==> src/sv/cse_pkg.sv <==
// shared constants, result type and packing function of the cosine similarity engine
`default_nettype none
package cse_pkg;

    localparam int OUT_FRAC = 15;
    localparam int OUT_W    = 16;
    localparam int QMAG_W   = OUT_W + 1;

    typedef struct packed {
        logic [OUT_W-1:0] similarity;
        logic             saturated;
    } cse_result_t;

    // magnitude in Q1.15 units plus an overflow flag, sign applied afterwards
    function automatic cse_result_t cse_pack(input logic neg, input logic [QMAG_W-1:0] q,
                                             input logic big);
        cse_result_t      res;
        logic [QMAG_W-1:0] m;
        logic             sat;
        m   = q;
        sat = 1'b0;
        if (!neg && (big || q > QMAG_W'(32767))) begin
            m   = QMAG_W'(32767);
            sat = 1'b1;
        end
        if (neg && (big || q > QMAG_W'(32768))) begin
            m   = QMAG_W'(32768);
            sat = 1'b1;
        end
        res.similarity = neg ? (OUT_W'(0) - m[OUT_W-1:0]) : m[OUT_W-1:0];
        res.saturated  = sat;
        return res;
    endfunction

endpackage
`default_nettype wire

==> src/sv/cse_front.sv <==
// front end: accepts element pairs and keeps the saturating accumulators
`default_nettype none
module cse_front
    import cse_pkg::*;
#(
    parameter int ELEM_WIDTH = 16,
    parameter int ACC_WIDTH  = 48
) (
    input  wire logic                          clk,
    input  wire logic                          rst_n,
    input  wire logic                          accept,
    input  wire logic signed [ELEM_WIDTH-1:0]  elem_a,
    input  wire logic signed [ELEM_WIDTH-1:0]  elem_b,
    input  wire logic                          last_element,
    input  wire logic                          mode,
    output logic                               push,
    output logic [3*ACC_WIDTH:0]               push_data
);
    localparam int PW = 2 * ELEM_WIDTH;
    localparam int SW = ((ACC_WIDTH > PW) ? ACC_WIDTH : PW) + 1;

    logic signed [ACC_WIDTH-1:0] dot_reg, na_reg, nb_reg;
    logic signed [ACC_WIDTH-1:0] dot_next, na_next, nb_next;

    function automatic logic signed [ACC_WIDTH-1:0] sat_add(
        input logic signed [ACC_WIDTH-1:0] acc, input logic signed [PW-1:0] p);
        logic signed [SW-1:0] s;
        logic signed [SW-1:0] mx;
        logic signed [SW-1:0] mn;
        mx = (SW'(1) <<< (ACC_WIDTH - 1)) - SW'(1);
        mn = -mx - SW'(1);
        s  = SW'(acc) + SW'(p);
        if (s > mx) s = mx;
        if (s < mn) s = mn;
        return s[ACC_WIDTH-1:0];
    endfunction

    always_comb
    begin
        dot_next  = sat_add(dot_reg, elem_a * elem_b);
        na_next   = sat_add(na_reg, elem_a * elem_a);
        nb_next   = sat_add(nb_reg, elem_b * elem_b);
        push      = accept && last_element;
        push_data = {mode, dot_next, na_next, nb_next};
    end

    always_ff @(posedge clk or negedge rst_n)
    begin
        if (!rst_n)
        begin
            dot_reg <= '0;
            na_reg  <= '0;
            nb_reg  <= '0;
        end
        else if (accept)
        begin
            if (last_element)
            begin
                dot_reg <= '0;
                na_reg  <= '0;
                nb_reg  <= '0;
            end
            else
            begin
                dot_reg <= dot_next;
                na_reg  <= na_next;
                nb_reg  <= nb_next;
            end
        end
    end
endmodule
`default_nettype wire

==> src/sv/cse_queue.sv <==
// two-entry queue of finished sums between front and back
`default_nettype none
module cse_queue
    import cse_pkg::*;
#(
    parameter int W = 145
) (
    input  wire logic         clk,
    input  wire logic         rst_n,
    input  wire logic         push,
    input  wire logic [W-1:0] push_data,
    input  wire logic         pop,
    output logic [W-1:0]      head,
    output logic              empty,
    output logic              full
);
    logic [W-1:0] mem_reg [2];
    logic         wptr_reg, rptr_reg;
    logic [1:0]   cnt_reg;

    assign head  = mem_reg[rptr_reg];
    assign empty = (cnt_reg == 2'd0);
    assign full  = (cnt_reg == 2'd2);

    always_ff @(posedge clk)
    begin
        if (push) mem_reg[wptr_reg] <= push_data;
    end

    always_ff @(posedge clk or negedge rst_n)
    begin
        if (!rst_n)
        begin
            wptr_reg <= 1'b0;
            rptr_reg <= 1'b0;
            cnt_reg  <= 2'd0;
        end
        else
        begin
            if (push) wptr_reg <= ~wptr_reg;
            if (pop)  rptr_reg <= ~rptr_reg;
            cnt_reg <= cnt_reg + 2'(push) - 2'(pop);
        end
    end
endmodule
`default_nettype wire

==> src/sv/cse_back.sv <==
// back end: iterative multiply, square root, division and rounding; raw dot mode only rounds
`default_nettype none
module cse_back
    import cse_pkg::*;
#(
    parameter int ELEM_WIDTH = 16,
    parameter int ACC_WIDTH  = 48
) (
    input  wire logic                  clk,
    input  wire logic                  rst_n,
    input  wire logic [3*ACC_WIDTH:0]  head,
    input  wire logic                  empty,
    output logic                       pop,
    output logic                       out_valid,
    input  wire logic                  out_stall,
    output logic [OUT_W-1:0]           similarity,
    output logic                       saturated
);
    localparam int A    = ACC_WIDTH;
    localparam int NW   = A - 1;
    localparam int PRW  = 2 * NW;
    localparam int RW   = NW + 2;
    localparam int DW   = NW + 1;
    localparam int CW   = $clog2(A) + 1;
    localparam int PF   = 2 * (ELEM_WIDTH / 2);
    localparam int SH   = (PF >= OUT_FRAC) ? PF - OUT_FRAC : 0;
    localparam int SHM1 = (SH > 0) ? SH - 1 : 0;
    localparam int LS   = (PF < OUT_FRAC) ? OUT_FRAC - PF : 0;
    localparam int QW   = A + 16;
    localparam longint unsigned EPS_RAW = ((64'd1 << PF) + 64'd50000) / 64'd100000;
    localparam longint unsigned EPS     = (EPS_RAW == 0) ? 64'd1 : EPS_RAW;

    typedef enum logic [2:0] {S_IDLE, S_MUL, S_SQRT, S_DIV, S_FRAC, S_OUT} state_t;

    state_t            state_reg;
    logic [CW-1:0]     cnt_reg;
    logic              neg_reg;
    logic [A-1:0]      mag_reg;
    logic [NW-1:0]     nb_reg;
    logic [PRW-1:0]    mcand_reg, prod_reg;
    logic [RW-1:0]     rem_reg;
    logic [NW-1:0]     root_reg;
    logic [DW-1:0]     den_reg, r_reg;
    logic [QMAG_W-1:0] q_reg;
    logic              big_reg;
    cse_result_t       res_reg;

    logic              h_mode;
    logic [A-1:0]      h_dot, h_na, h_nb;
    logic [A-1:0]      h_mag;
    logic [QW-1:0]     qpre;
    logic [RW-1:0]     rem_sh, trial;
    logic [A+1:0]      mag_w, den_w;
    logic [DW:0]       r2;

    assign {h_mode, h_dot, h_na, h_nb} = head;
    assign pop        = (state_reg == S_IDLE) && !empty;
    assign out_valid  = (state_reg == S_OUT);
    assign similarity = res_reg.similarity;
    assign saturated  = res_reg.saturated;

    always_comb
    begin
        h_mag = h_dot[A-1] ? (A'(0) - h_dot) : h_dot;
        if (PF >= OUT_FRAC)
        begin
            if (SH == 0) qpre = QW'(h_mag);
            else qpre = QW'(h_mag >> SH) + QW'((h_mag >> SHM1) & A'(1));
        end
        else
            qpre = QW'(h_mag) << LS;
        rem_sh = {rem_reg[RW-3:0], prod_reg[PRW-1:PRW-2]};
        trial  = {root_reg, 2'b01};
        mag_w  = (A+2)'(mag_reg);
        den_w  = (A+2)'(den_reg);
        r2     = {r_reg, 1'b0};
    end

    always_ff @(posedge clk or negedge rst_n)
    begin
        if (!rst_n)
        begin
            state_reg <= S_IDLE;
            cnt_reg   <= '0;
        end
        else
        begin
            case (state_reg)
                S_IDLE:
                begin
                    if (!empty)
                    begin
                        neg_reg <= h_dot[A-1];
                        mag_reg <= h_mag;
                        if (h_mode)
                        begin
                            res_reg   <= cse_pack(h_dot[A-1], qpre[QMAG_W-1:0],
                                                  |(qpre >> QMAG_W));
                            state_reg <= S_OUT;
                        end
                        else
                        begin
                            mcand_reg <= PRW'(h_na[A-1] ? NW'(0) : h_na[NW-1:0]);
                            nb_reg    <= h_nb[A-1] ? NW'(0) : h_nb[NW-1:0];
                            prod_reg  <= '0;
                            cnt_reg   <= '0;
                            state_reg <= S_MUL;
                        end
                    end
                end
                S_MUL:
                begin
                    // shift-add, one multiplier bit per cycle
                    if (nb_reg[0]) prod_reg <= prod_reg + mcand_reg;
                    mcand_reg <= mcand_reg << 1;
                    nb_reg    <= nb_reg >> 1;
                    cnt_reg   <= cnt_reg + CW'(1);
                    if (cnt_reg == CW'(NW - 1))
                    begin
                        cnt_reg   <= '0;
                        rem_reg   <= '0;
                        root_reg  <= '0;
                        state_reg <= S_SQRT;
                    end
                end
                S_SQRT:
                begin
                    // restoring square root, one root bit per cycle
                    prod_reg <= prod_reg << 2;
                    if (rem_sh >= trial)
                    begin
                        rem_reg  <= rem_sh - trial;
                        root_reg <= {root_reg[NW-2:0], 1'b1};
                    end
                    else
                    begin
                        rem_reg  <= rem_sh;
                        root_reg <= {root_reg[NW-2:0], 1'b0};
                    end
                    cnt_reg <= cnt_reg + CW'(1);
                    if (cnt_reg == CW'(NW - 1)) state_reg <= S_DIV;
                end
                S_DIV:
                begin
                    den_reg <= DW'(root_reg) + DW'(EPS);
                    state_reg <= S_FRAC;
                    cnt_reg   <= '0;
                    big_reg   <= 1'b0;
                    if (mag_w >= ((A+2)'(DW'(root_reg) + DW'(EPS)) << 1))
                    begin
                        big_reg <= 1'b1;
                        r_reg   <= '0;
                        q_reg   <= '0;
                    end
                    else if (mag_w >= (A+2)'(DW'(root_reg) + DW'(EPS)))
                    begin
                        r_reg <= DW'(mag_w - (A+2)'(DW'(root_reg) + DW'(EPS)));
                        q_reg <= QMAG_W'(1);
                    end
                    else
                    begin
                        r_reg <= DW'(mag_reg);
                        q_reg <= '0;
                    end
                end
                S_FRAC:
                begin
                    if (r2 >= (DW+1)'(den_reg))
                    begin
                        r_reg <= DW'(r2 - (DW+1)'(den_reg));
                        q_reg <= {q_reg[QMAG_W-2:0], 1'b1};
                    end
                    else
                    begin
                        r_reg <= DW'(r2);
                        q_reg <= {q_reg[QMAG_W-2:0], 1'b0};
                    end
                    cnt_reg <= cnt_reg + CW'(1);
                    if (cnt_reg == CW'(OUT_FRAC))
                    begin
                        res_reg   <= cse_pack(neg_reg,
                                              (QMAG_W'(r2 >= (DW+1)'(den_reg)) +
                                               (q_reg >> 0)), big_reg);
                        state_reg <= S_OUT;
                    end
                end
                S_OUT:
                begin
                    if (!out_stall) state_reg <= S_IDLE;
                end
                default: state_reg <= S_IDLE;
            endcase
        end
    end
endmodule
`default_nettype wire

==> src/sv/cosine_similarity_engine.sv <==
// top level of the streaming cosine similarity engine
// result path: the sums of a vector's last pair enter the queue; the back end then multiplies,
//   takes the square root and divides in cosine mode, or only rounds the dot in raw dot mode
// flow: one element pair per cycle while in_stall is low; the back end starts a vector only after
//   the last has left, in cosine mode after the shift-add multiplier, bit-serial root and divider
// reset: asynchronous, clears accumulators, queue, back-end state and the mode register
`default_nettype none
module cosine_similarity_engine
    import cse_pkg::*;
#(
    parameter int ELEM_WIDTH = 16,
    parameter int ACC_WIDTH  = 48
) (
    input  wire logic                         clk,
    input  wire logic                         rst_n,
    input  wire logic                         cfg_we,
    input  wire logic                         cfg_wdata,
    input  wire logic                         in_valid,
    output logic                              in_stall,
    input  wire logic signed [ELEM_WIDTH-1:0] elem_a,
    input  wire logic signed [ELEM_WIDTH-1:0] elem_b,
    input  wire logic                         last_element,
    output logic                              out_valid,
    input  wire logic                         out_stall,
    output logic signed [OUT_W-1:0]           similarity,
    output logic                              saturated
);
    localparam int QW = 3 * ACC_WIDTH + 1;

    logic          mode_reg;
    logic          accept, push, pop, empty, full;
    logic [QW-1:0] push_data, head;
    logic [OUT_W-1:0] sim_u;

    // mode register; the user must write it only while the block is idle, the block does not enforce it
    always_ff @(posedge clk or negedge rst_n)
    begin
        if (!rst_n) mode_reg <= 1'b0;
        else if (cfg_we) mode_reg <= cfg_wdata;
    end

    // hold off items only while both queue slots hold finished vectors
    assign in_stall = full;
    assign accept   = in_valid && !in_stall;

    // front: per-item products and saturating sums
    cse_front #(.ELEM_WIDTH(ELEM_WIDTH), .ACC_WIDTH(ACC_WIDTH)) u_front (
        .clk(clk), .rst_n(rst_n), .accept(accept), .elem_a(elem_a), .elem_b(elem_b),
        .last_element(last_element), .mode(mode_reg), .push(push), .push_data(push_data)
    );

    // queue of sums so the front keeps streaming while the back divides
    cse_queue #(.W(QW)) u_queue (
        .clk(clk), .rst_n(rst_n), .push(push), .push_data(push_data), .pop(pop),
        .head(head), .empty(empty), .full(full)
    );

    // back: iterative normalization and output register
    cse_back #(.ELEM_WIDTH(ELEM_WIDTH), .ACC_WIDTH(ACC_WIDTH)) u_back (
        .clk(clk), .rst_n(rst_n), .head(head), .empty(empty), .pop(pop),
        .out_valid(out_valid), .out_stall(out_stall), .similarity(sim_u),
        .saturated(saturated)
    );

    assign similarity = signed'(sim_u);
endmodule
`default_nettype wire

==> config.mk <==
export PLATFORM = sky130hd
export DESIGN_NAME = cosine_similarity_engine
export DESIGN_NICKNAME = d
export VERILOG_FILES = /design/src/sv/cse_pkg.sv /design/src/sv/cse_front.sv /design/src/sv/cse_queue.sv /design/src/sv/cse_back.sv /design/src/sv/cosine_similarity_engine.sv
export SDC_FILE = /design/constraint.sdc
export NUM_CORES = 2
export LEC_CHECK = 0
export ABC_AREA = 1
export BUFFER_PORTS_ARGS = -buffer_cell sky130_fd_sc_hd__buf_2
export CORE_UTILIZATION = 51
export DETAILED_ROUTE_END_ITERATION = 8
export GPL_ROUTABILITY_DRIVEN = 0
export MAX_ROUTING_LAYER = met4
export PLACE_DENSITY_LB_ADDON = 0.25
export REMOVE_ABC_BUFFERS = 1
export SLEW_MARGIN = 5
export SYNTH_ARGS = -nofsm -noshare
export SYNTH_HDL_FRONTEND = slang
export SYNTH_SLANG_ARGS = --single-unit
==> constraint.sdc <==
create_clock -name clk -period 13.3 [get_ports clk]
set_input_delay 1.33 -clock clk [delete_from_list [all_inputs] [get_ports clk]]
set_output_delay 1.33 -clock clk [all_outputs]
set_load 0.01 [all_outputs]
; ---- Yosys cells after proc, flatten, opt, wreduce, memory -nomap -nowiden
; Memories as Yosys holds them, arrays and structs flattened.
; Index checks and enable logic that the tools add are counted.
[totals]
ff_bits = 668
mem_bits_rw = 290
in_bits = 39
output_inout_bits = 19
n_memories = 1
[mem_list]
columns = memory, words, word_bits, rd, rd_clocked_by_memory_dff, wr, line
row1 = u_queue.mem_reg, 2, 145, 1, 0, 1, cse_queue.sv:17  ; logic [W-1:0] mem_reg [2];
[classes]
add_sub_neg = 17
n_mul = 3
magnitude_cmp = 14
eq_ne = 16
mux = 69
n_bitwise = 3
n_reduce_logical = 34
[ops]
columns = cell, n
row1 = 48-bit 2-to-1 mux, 10
row2 = 94-bit 2-to-1 mux, 5
row3 = 47-bit 2-to-1 mux, 7
row4 = 47-bit one-hot mux with 2 select lines, 3
row5 = 94-bit one-hot mux with 3 select lines, 1
row6 = 94-bit one-hot mux with 2 select lines, 1
row7 = 16-bit 2-to-1 mux, 11
row8 = 48-bit by 32-bit adder with 49-bit output, 3
row9 = "49-bit by 48-bit greater-than comparator with 1-bit output, second input constant", 3
row10 = "49-bit by 48-bit < comparator with 1-bit output, second input constant", 3
row11 = 49-bit 2-to-1 mux, 3
row12 = 48-bit by 50-bit >= comparator with 1-bit output, 2
row13 = "47-bit by 1-bit adder with 48-bit output, second input constant", 2
row14 = 16-bit by 16-bit multiplier with 32-bit output, 3
row15 = 48-bit one-hot mux with 2 select lines, 1
row16 = 48-bit subtractor, 2
row17 = 94-bit adder, 1
row18 = 17-bit 2-to-1 mux, 4
row19 = 17-bit one-hot mux with 2 select lines, 2
row20 = 49-bit by 48-bit >= comparator with 1-bit output, 1
row21 = 49-bit >= comparator, 1
row22 = 47-bit by 1-bit adder with 48-bit output, 1
row23 = "1-bit by 48-bit subtractor with 48-bit output, first input constant", 1
row24 = 47-bit OR reduction, 1
row25 = 35 further kinds, 84

; ---- Longest topological paths before layout
; An unclocked memory read counts as a cell.
[logic_depth]
word_depth = 17
depth_mapped = 50

; ---- Hierarchy
; From an unflattened synthesis, not the netlist that was laid out.
[hier_totals]
cells_unflattened = 12693
hier_area_um2 = 102987.5
[modules_own_cells]
columns = module, n_inst, cells_per_inst, area_each_um2, seq_area_each_um2
row1 = cse_front, 1, 6365, 49784.0, 3603.5
row2 = cse_back, 1, 5539, 42130.4, 15534.9
row3 = cse_queue, 1, 782, 11025.6, 8808.4
row4 = cosine_similarity_engine, 1, 7, 47.5, 25.0

; ---- Least setup slack after synthesis
; Ideal clock, no wire load.
[synth_timing]
path_kind = reg-to-reg
start = reg u_queue.rptr_reg
end = reg u_back.prod_reg[0], enable pin
setup_time_ns = 0.777
t_arrival_ns = 10.353
path_slack_ns = 2.170
stages_incl_launch_ff = 11
path_buffers = 5
cell_sequence = dfrtp_1 > buf_6 > buf_6 > buf_4 > buf_4 > clkbuf_1 > nand2_1 > nand2_1 > inv_1 > nor2_1 > nor4_1
[synth_via]
elab_chain_len = 3
[synth_lines]
columns = item, line
row1 = start: declaration, cse_queue.sv:18  ; logic wptr_reg, rptr_reg;
row2 = start signal: assignment, cse_queue.sv:41  ; if (pop) rptr_reg <= ~rptr_reg;
row3 = memory read 2 x 145 bit, n/a
row4 = 2-bit != test (no source line), n/a
row5 = 5-bit AND reduction (no source line), n/a
row6 = end signal: assignment, cse_back.sv:114  ; if (nb_reg[0]) prod_reg <= prod_reg + mcand_reg;
row7 = end signal: assignment, cse_back.sv:129  ; prod_reg <= prod_reg << 2;
row8 = end: declaration, cse_back.sv:40  ; logic [PRW-1:0] mcand_reg, prod_reg;
; No other way between the ends.
; A chain may end at the register's enable or synchronous reset.

; ---- Worst setup path in the final report
[layout_timing]
start = in elem_b[2]
end = mem u_queue.mem_reg[1][101] (data pin)
[layout_via]
elab_chain_len = 6
[layout_lines]
columns = item, line
row1 = start: declaration, cosine_similarity_engine.sv:21  ; input wire logic signed [ELEM_WIDTH-1:0] elem_b,
row2 = 16-bit by 16-bit multiplier with 32-bit output (*), cse_front.sv:40  ; dot_next = sat_add(dot_reg, elem_a * elem_b);
row3 = 48-bit by 32-bit adder with 49-bit output (*), cse_front.sv:32  ; s = SW'(acc) + SW'(p);
row4 = 49-bit by 48-bit greater-than comparator with 1-bit output, cse_front.sv:33  ; if (s > mx) s = mx;
row5 = 49-bit 2-to-1 mux (*), cse_front.sv:33
row6 = 49-bit by 48-bit < comparator with 1-bit output, cse_front.sv:34  ; if (s < mn) s = mn;
row7 = 48-bit 2-to-1 mux (*), cse_front.sv:34
row8 = via push_data[101], cosine_similarity_engine.sv:32  ; logic [QW-1:0] push_data, head;
row9 = end: declaration, cse_queue.sv:17
; The timed path passes the listed nets; every way through them passes the cells marked *.

==> impl_metrics.env <==
export IMPL_run_status="finished clean"
export IMPL_initial_utilization_pct=51.4
export IMPL_finalClockSkew_ns=0.0936
export IMPL_finalWorstSetupSlack_ns=4.05
export IMPL_ys_dominant_reg_cell="sky130_fd_sc_hd__edfxtp_1"
export IMPL_post_cts_hold_buffer_count=0
export IMPL_post_drt_via_cell_ratio=5.36
export IMPL_yosys_register_bits=958
export IMPL_mean_syn_cell_area_sq_um=8.41
export IMPL_global_route_usage_total_pct=25.9
export IMPL_number_of_placed_i_o_pins=58
export IMPL_number_of_global_route_vias_before_repair=77400
export IMPL_required_time_of_the_worst_setup_path_ns=13.73
export IMPL_drive_above_1_share_pct=4.19
export IMPL_remaining_drc_errors=0
export IMPL_hold_ws_ns=0.490
export IMPL_detailedRoute_firstIterationViolations=6395
export IMPL_yosysWarnings=0
export IMPL_maxCapViolCount=0
export IMPL_design_core_area_sq_um=193000
export IMPL_detail_route_wl_per_cell_um=17.2
export IMPL_postRouteAntennaNets=0
export IMPL_timing_hold_violations_final=0
export IMPL_hpwl_um=194000
export IMPL_syn_instance_count=11800
export IMPL_highest_cell_delay_on_the_worst_timing_path_ns=0.74
export IMPL_yosys_area_top_type_share_pct=24.3
export IMPL_grt_overflow=0
export IMPL_critPathSlowestCell="sky130_fd_sc_hd__fa_1"
export IMPL_largest_register_ff_count=290
export IMPL_finalMaxSlewViolations=0
export IMPL_wirelength_um=246000
export IMPL_timing_final_setup_violations=0
export IMPL_number_of_cts_inserted_buffers=100
export IMPL_crit_path_end_kind="flip-flop"
export IMPL_synth_area_top_cells="sky130_fd_sc_hd__edfxtp_1 24%, sky130_fd_sc_hd__fa_1 21%, sky130_fd_sc_hd__inv_1 9.6%"
export IMPL_post_cts_buffers=0
export IMPL_combinational_family_with_the_most_area_after_synthesis="adder cells"
export IMPL_final_nets=13500
export IMPL_grt_pass1_wl_um=401000
export IMPL_count_of_flip_flops_with_a_built_in_enable_after_synthesis=799
export IMPL_fmax_ghz=0.108
export IMPL_syn_cell_area_sq_um=98900
export IMPL_synth_commonest_cells="2532 x sky130_fd_sc_hd__inv_1, 2498 x sky130_fd_sc_hd__nand2_1, 1026 x sky130_fd_sc_hd__fa_1, 811 x sky130_fd_sc_hd__nor2_1, 799 x sky130_fd_sc_hd__edfxtp_1"
export IMPL_crit_top_cell="sky130_fd_sc_hd__inv_1"
export IMPL_timing_critical_path_max_delay_family="adder cells"
export IMPL_floorplan_die_height_um=442
export IMPL_die_width_um=442
export IMPL_setup_worst_path_class="in2reg"
export IMPL_clock_root_buffer="sky130_fd_sc_hd__clkbuf_16"
export IMPL_clock_sinks=958
export IMPL_routed_via_count=76600
export IMPL_synth_adder_area_share_pct=30.2
export IMPL_dpl_worst_slack_ns=3.24
export IMPL_synthToLayoutAreaGrowth_pct=6.44
export IMPL_max_slew_worst_pin_slew_ns=1.15
export IMPL_setup_total_negative_slack_ns=0
export IMPL_clock_tree_buffer_depth=3
export IMPL_layout_core_utilization_pct=54.7
export IMPL_rows=161
export IMPL_yosysMostFrequentCell="sky130_fd_sc_hd__inv_1"
export IMPL_synth_sequential_area_ratio_pct=28.3
export IMPL_clk_latency_ns=0.78
export IMPL_synth_top_cell_by_area="sky130_fd_sc_hd__edfxtp_1"
export IMPL_htree_levels=3
export IMPL_timing_critical_path_from_type="primary input"
export IMPL_crit_path_max_fanout=38
export IMPL_synth_xor_area_share_pct=3.69
export IMPL_cts_clk_slew_worst_paths_ns=0.06
export IMPL_synth_simple_gate_area_share_pct=15.6
export IMPL_post_cts_resize_count=0
export IMPL_timing_final_crit_share_pct=69.5
export IMPL_portBuffers=57
export IMPL_critical_path_buf_inv_count=11
export IMPL_hold_class="reg2reg"
export IMPL_maximum_number_of_pins_on_one_net_before_global_route_repair=147
export IMPL_yosys_mux_area_fraction_pct=0.932
export IMPL_tritoncts="yes"
export IMPL_slew_limit_headroom_pct=22.6
export IMPL_async_reset_ff_share_pct=16.6
export IMPL_final_period_minus_worst_setup_slack_ns=9.25
export IMPL_synth_compound_gate_area_share_pct=10.2
export IMPL_drtPass1Iterations=6
export IMPL_critPathArrivalTime_ns=9.68
export IMPL_die_area_sq_um=196000
export IMPL_setup_repair_after_global_routing_missed_its_margin="no"
export IMPL_initial_antenna_violation_count=5
export IMPL_synth_cell_type_count=69
-- per-layer routing --
metal  part of all wire, %  track usage, %
met1                    45            35.2
met2                    46            41.4
met3                   6.1            2.58
met4                   2.7            7.25
met5                     0               -
-- cells by family after synthesis --
group | count (synthesis)
muxes | 92
and+or+nand+nor | 3832
xor gates and xnor gates | 417
DFF | 958
adders and majority gates | 1769
buffers and inverters | 2870
AOI/OAI and AO/OA | 1824
-- layout make-up --
cell class	count	area, sq um
Clock buffer	124	2680
Timing Repair Buffer	130	855
Antenna cell	3	7.51
Multi-Input combinational cell	7934	60100
Inverter	2556	9600
Sequential cell	958	28000
Fill cell	17400	87300
Tap cell	2526	3160
Clock inverter	65	891
-- final timing paths --
check                                         from                       to  slack, ns  cells after the start
worst max-delay path                     elem_b[2]  u_queue.mem_reg[1][101]       4.05                     29
worst min-delay path            u_front.nb_reg[17]       u_front.nb_reg[17]       0.49                      2
worst max register to register  u_back.root_reg[0]         u_back.r_reg[46]       4.88                     35
worst min register to register  u_front.nb_reg[17]       u_front.nb_reg[17]       0.49                      2
max in group asynchronous                    rst_n         u_queue.rptr_reg      11.44                      2
min in group asynchronous                    rst_n                 mode_reg       0.52                      1
-- cells in the final DEF, fill, tap and decap left out, types with 217 or more instances in the layout --
cell type	instances
sky130_fd_sc_hd__fa_1	1023
sky130_fd_sc_hd__a21oi_1	770
sky130_fd_sc_hd__ha_1	743
sky130_fd_sc_hd__o21ai_0	618
sky130_fd_sc_hd__inv_1	2531
sky130_fd_sc_hd__nand3_1	217
sky130_fd_sc_hd__nand2_1	2496
sky130_fd_sc_hd__edfxtp_1	799
sky130_fd_sc_hd__nor2_1	802
sky130_fd_sc_hd__xor2_1	238
-- per-stage QoR --
step	instances	instance area, sq um
final	14300	105000
after global routing	14300	105000
after global placement	14100	102000
after floorplan	11400	97600
after detailed placement	14100	102000
after CTS	14300	105000
-- worst register-to-register path, delay by kind of cell (launching register included) --
kind,cells,cell delay [ns]
DFF,1,0.37
buffers and inverters,4,0.59
xor gates and xnor gates,1,0.57
adders and majority gates,2,0.47
and+or+nand+nor,24,5.34
AOI/OAI and AO/OA,4,0.85
Power is left out: the tool's default activity adds up to more than one toggle a clock period on the data nets, which glitch-free logic cannot reach.
